[src/design/fehm_ram.sv]
module fehm_ram #(
    parameter int WIDTH = 8,
    parameter int DEPTH = 16,
    localparam int AW   = $clog2(DEPTH)
) (
    input  logic             clk,
    input  logic             we,
    input  logic [AW-1:0]    waddr,
    input  logic [WIDTH-1:0] wdata,
    input  logic [AW-1:0]    raddr,
    output logic [WIDTH-1:0] rdata
);

    logic [WIDTH-1:0] mem_reg [DEPTH];
    logic [WIDTH-1:0] rdata_reg;

    always_ff @(posedge clk)
    begin
        if (we)
        begin
            mem_reg[waddr] <= wdata;
        end
        rdata_reg <= mem_reg[raddr];
    end

    assign rdata = rdata_reg;

endmodule

[config.mk]
export PLATFORM = sky130hd
export DESIGN_NAME = fehm_ram
export DESIGN_NICKNAME = d
export VERILOG_FILES = /design/src/design/fehm_ram.sv
export SDC_FILE = /design/constraint.sdc
export NUM_CORES = 1
export LEC_CHECK = 0
export BUFFER_PORTS_ARGS = -buffer_cell sky130_fd_sc_hd__buf_2
export CAP_MARGIN = 15
export CORE_MARGIN = 3
export CORE_UTILIZATION = 55
export CTS_CLUSTER_DIAMETER = 120
export DETAILED_ROUTE_END_ITERATION = 10
export GPL_TIMING_DRIVEN = 0
export MAX_ROUTING_LAYER = met4
export PLACE_DENSITY = 0.73
export SLEW_MARGIN = 20
export SYNTH_ARGS = -nofsm -noshare
export SYNTH_HDL_FRONTEND = slang
export SYNTH_SLANG_ARGS = --single-unit
[constraint.sdc]
create_clock -name clk -period 5.6 [get_ports clk]
set_input_delay 0.84 -clock clk [delete_from_list [all_inputs] [get_ports clk]]
set_output_delay 0.84 -clock clk [all_outputs]
set_load 0.03 [all_outputs]
==> results.md <==
- 74.7% — fraction of post-synthesis cell area in the top cell type by area
- 24.8 um — average detailed-routed wire length per instance
- 0.243 mV — maximum ir drop on the vdd rail
- 136 — post-synthesis register bit count
- 48.4% — Flop pwr share
- 67.7% — final core occ
- 0 ps — TNS Setup
- 0 — antenna violations before repair
- 290 — count of nets after finishing
- 247 — post-synth net total
- 393 — non-filler instance count after layout
- 8890 sq um — Floorplan Core Area
- multiplexers — dominant combinational cell family by area after synthesis
- 0 — number of setup violations in the final report
- 0% — synthesized-area fraction occupied by adder cells
- 5150 sq um — cell area after synthesis
- 4 — htree depth
- sky130_fd_sc_hd__clkbuf_8 — clock tree root driver cell
- 42.5% — slew margin rel.
- 0 — max-capacitance violation count
- 4000 sq um — sequential standard cell area
- 128 x sky130_fd_sc_hd__edfxtp_1, 27 x sky130_fd_sc_hd__buf_2, 18 x sky130_fd_sc_hd__mux4_2 — commonest non-fill, non-tap cells in the layout
- 46.5% — clock group share of total power
- 361 — number of cells in the design after placement
- 16.9% — area growth from synthesis to layout
- 3.18% — simple-gate share of the synthesized area
- flip-flop to flip-flop — class of the tightest hold or removal check
- sky130_fd_sc_hd__edfxtp_1 — most common cell after layout, fill and taps aside
- sky130_fd_sc_hd__edfxtp_1 — dominant cell type by area after synthesis
- 21.8% — total global-route track usage
- 30.5% — share of cells above drive strength 1
- 26 — I/O Pins
- 545 — # fillers
- rdata[0]$_DFF_P_ — destination of the worst register-to-register timing path
- 3 — worst hold path cell count
- 17 — largest net degree at the start of global routing
- no — RSZ-0062 raised after global routing
- done — clock tree from TritonCTS
- 6.11 — drt via density
- 510 ps — worst-skew pair later-pin latency
- 392 nW/um^2 — cell area power density
- 60 ps — clock slew seen by the registers of the worst setup and hold paths
- 22.5 sq um — Avg Inst Size Synth
- 24 — IO Port Bufs
- 0 — overall overflow remaining after global route
- 103 um — floorplan die height
- 2.03 nW — Pleak
- 8 — critical path peak fanout
- 136 — number of sinks driven by the clock tree
- 15.0 mm — wire length of the first global-routing pass
- 57.9% — starting density of the core
- input port to flip-flop — critical path type
- 2 — CTS Buffer Depth
- 77.8% — fraction of the yosys area taken by sequential cells
- 2403 — via count
- 9.25 ps — skew final
- 0 — detailed-route DRC error count
- 10600 sq um — overall die area
- 6020 sq um — finished layout cell area
- 479 uW — Sw Pwr
- 5730 ps — required time worst endpoint
- 0.715 — final estimated routing congestion in global placement
- rdata[2]$_DFF_P_ — Hold Path End
- 5.1% — combinational group share of total power
- 36.7% — post-route clock period utilization
- 229 — Gate Count Post-Synth
- input port — startpoint type of the worst setup path
- 4140 ps — setup slack of the worst register-to-register path
- 0 — final slew viol count
- 1.88 mW — Int Pwr
- 3080 ps — pre-CTS worst setup slack
- 17 — Inserted Clock Buffers
- mem_reg[10][2]$_DFFE_PP_ — HP Start
- 290 — Initial DRC Count
- 0 — remaining antenna violation count after routing
- 0 — number of gates given a new drive strength after cts
- sky130_fd_sc_hd__edfxtp_1 75%, sky130_fd_sc_hd__mux4_2 7.9%, sky130_fd_sc_hd__mux4_1 7.1% — top cells by area in the synthesized netlist
- 5.89 mm — detailed-placement wirelength estimate
- 19 — distinct cell type count of the synthesized netlist
- 2435 — via count of the first global-routing pass
- 0 — count of synthesis-stage warnings from yosys
- 3550 ps — worst path setup slack after routing
- 4 — router iterations before antenna repair
- 859 ps — slew of the pin with the lowest slew margin
- 0 — cts-stage hold buffer count
- 2180 ps — arrival time worst endpoint
- 0% — Synth Area in XOR/XNOR
- 0 — number of post-CTS setup repair buffers
- 2050 ps — minimum clock period
- flip-flop — type of destination of the critical path
- 20.3% — switching part of the total
- 5420 sq um — post-placement cell area
- 103 um — width of the die
- 0 — Final Hold Fails
- 9.73 mm — WL final
- 2.33% — Synth Area in Compound Gates
- 15.0% — proportion of synthesized area in mux cells
- 34 — Core Rows
- mem_reg[4][0]$_DFFE_PP_ — startpoint of the worst-slack reg-to-reg timing path
- 3 — depth of the most critical reg-to-reg path
- 0 — number of antenna diodes
- 1080 sq um — total area of multi-input combinational cells
- completed — outcome
- 487 MHz — highest clock frequency the design can meet
- 128 — number of flip-flops in the largest register
-- power groups by stage --
stage               Sequential (mW)  Clock (mW)  Combinational, mW
detailed placement             1.16           0              0.121
floorplan                      1.18           0             0.0578
global route                   1.15        1.16              0.130
CTS                            1.14        1.11              0.122
global placement               1.16           0              0.117
finish                         1.14        1.10              0.121
-- how the worst max path moves through the flow --
stage | startpoint | end | slack, ps | cells after the start
after detailed placement | waddr[2] | mem_reg[2][4]$_DFFE_PP_ | 3080 | 3
final | waddr[2] | mem_reg[2][3]$_DFFE_PP_ | 3550 | 3
after floorplan | waddr[2] | mem_reg[0][0]$_DFFE_PP_ | 3270 | 2
after global placement | waddr[2] | mem_reg[0][4]$_DFFE_PP_ | 2720 | 3
after CTS | waddr[2] | mem_reg[2][3]$_DFFE_PP_ | 3560 | 3
after global routing | waddr[2] | mem_reg[2][3]$_DFFE_PP_ | 3500 | 3
-- cell type report --
type | instances | area share, %
Timing Repair Buffer | 24 | 2.00
Tap cell | 108 | 2.25
Clock inverter | 12 | 2.49
Sequential cell | 136 | 66.5
Clock buffer | 20 | 7.40
Multi-Input combinational cell | 83 | 17.9
Buffer | 10 | 1.43
-- worst max-delay path, stage by stage --
cell and delay [ps]:
sky130_fd_sc_hd__buf_2 120, sky130_fd_sc_hd__or3b_2 540, sky130_fd_sc_hd__nor2_1 680
-- metal layers --
layer	share of wire [%]	global-route usage, %	up-vias
li1	-	-	1058
met1	43	30.0	1250
met2	50	32.6	82
met3	6.1	4.74	13
met4	1.6	8.57	0
met5	0	-	-
-- metrics by stage --
stage          hold WS, ps  power (mW)
3_5_place_dp           672        1.29
4_1_cts                689        2.37
3_3_place_gp           663        1.28
2_1_floorplan          629        1.24
6_report               686        2.36
5_1_grt                716        2.43
-- cell usage after synthesis --
library cell / count
sky130_fd_sc_hd__edfxtp_1: 128
sky130_fd_sc_hd__nor2b_1: 1
sky130_fd_sc_hd__and2b_1: 1
sky130_fd_sc_hd__a22oi_1: 16
sky130_fd_sc_hd__buf_2: 3
sky130_fd_sc_hd__buf_6: 3
sky130_fd_sc_hd__nor2_1: 13
sky130_fd_sc_hd__buf_4: 1
sky130_fd_sc_hd__dfxtp_1: 8
sky130_fd_sc_hd__nor3_1: 4
sky130_fd_sc_hd__clkdlybuf4s25_2: 3
sky130_fd_sc_hd__and2_1: 1
sky130_fd_sc_hd__mux4_2: 18
sky130_fd_sc_hd__or3b_2: 1
sky130_fd_sc_hd__nand3b_1: 2
sky130_fd_sc_hd__nand3_1: 1
sky130_fd_sc_hd__nand2b_1: 2
sky130_fd_sc_hd__nand2_1: 9
sky130_fd_sc_hd__mux4_1: 14
-- cell families (layout without fill, tap and decap cells) --
group,count (synthesis),in the layout
AOI/OAI and AO/OA,16,16
buffers and inverters,10,66
DFF,136,136
muxes,32,32
and+or+nand+nor,35,35
No activity file was read; power rests on OpenSTA's default activity.
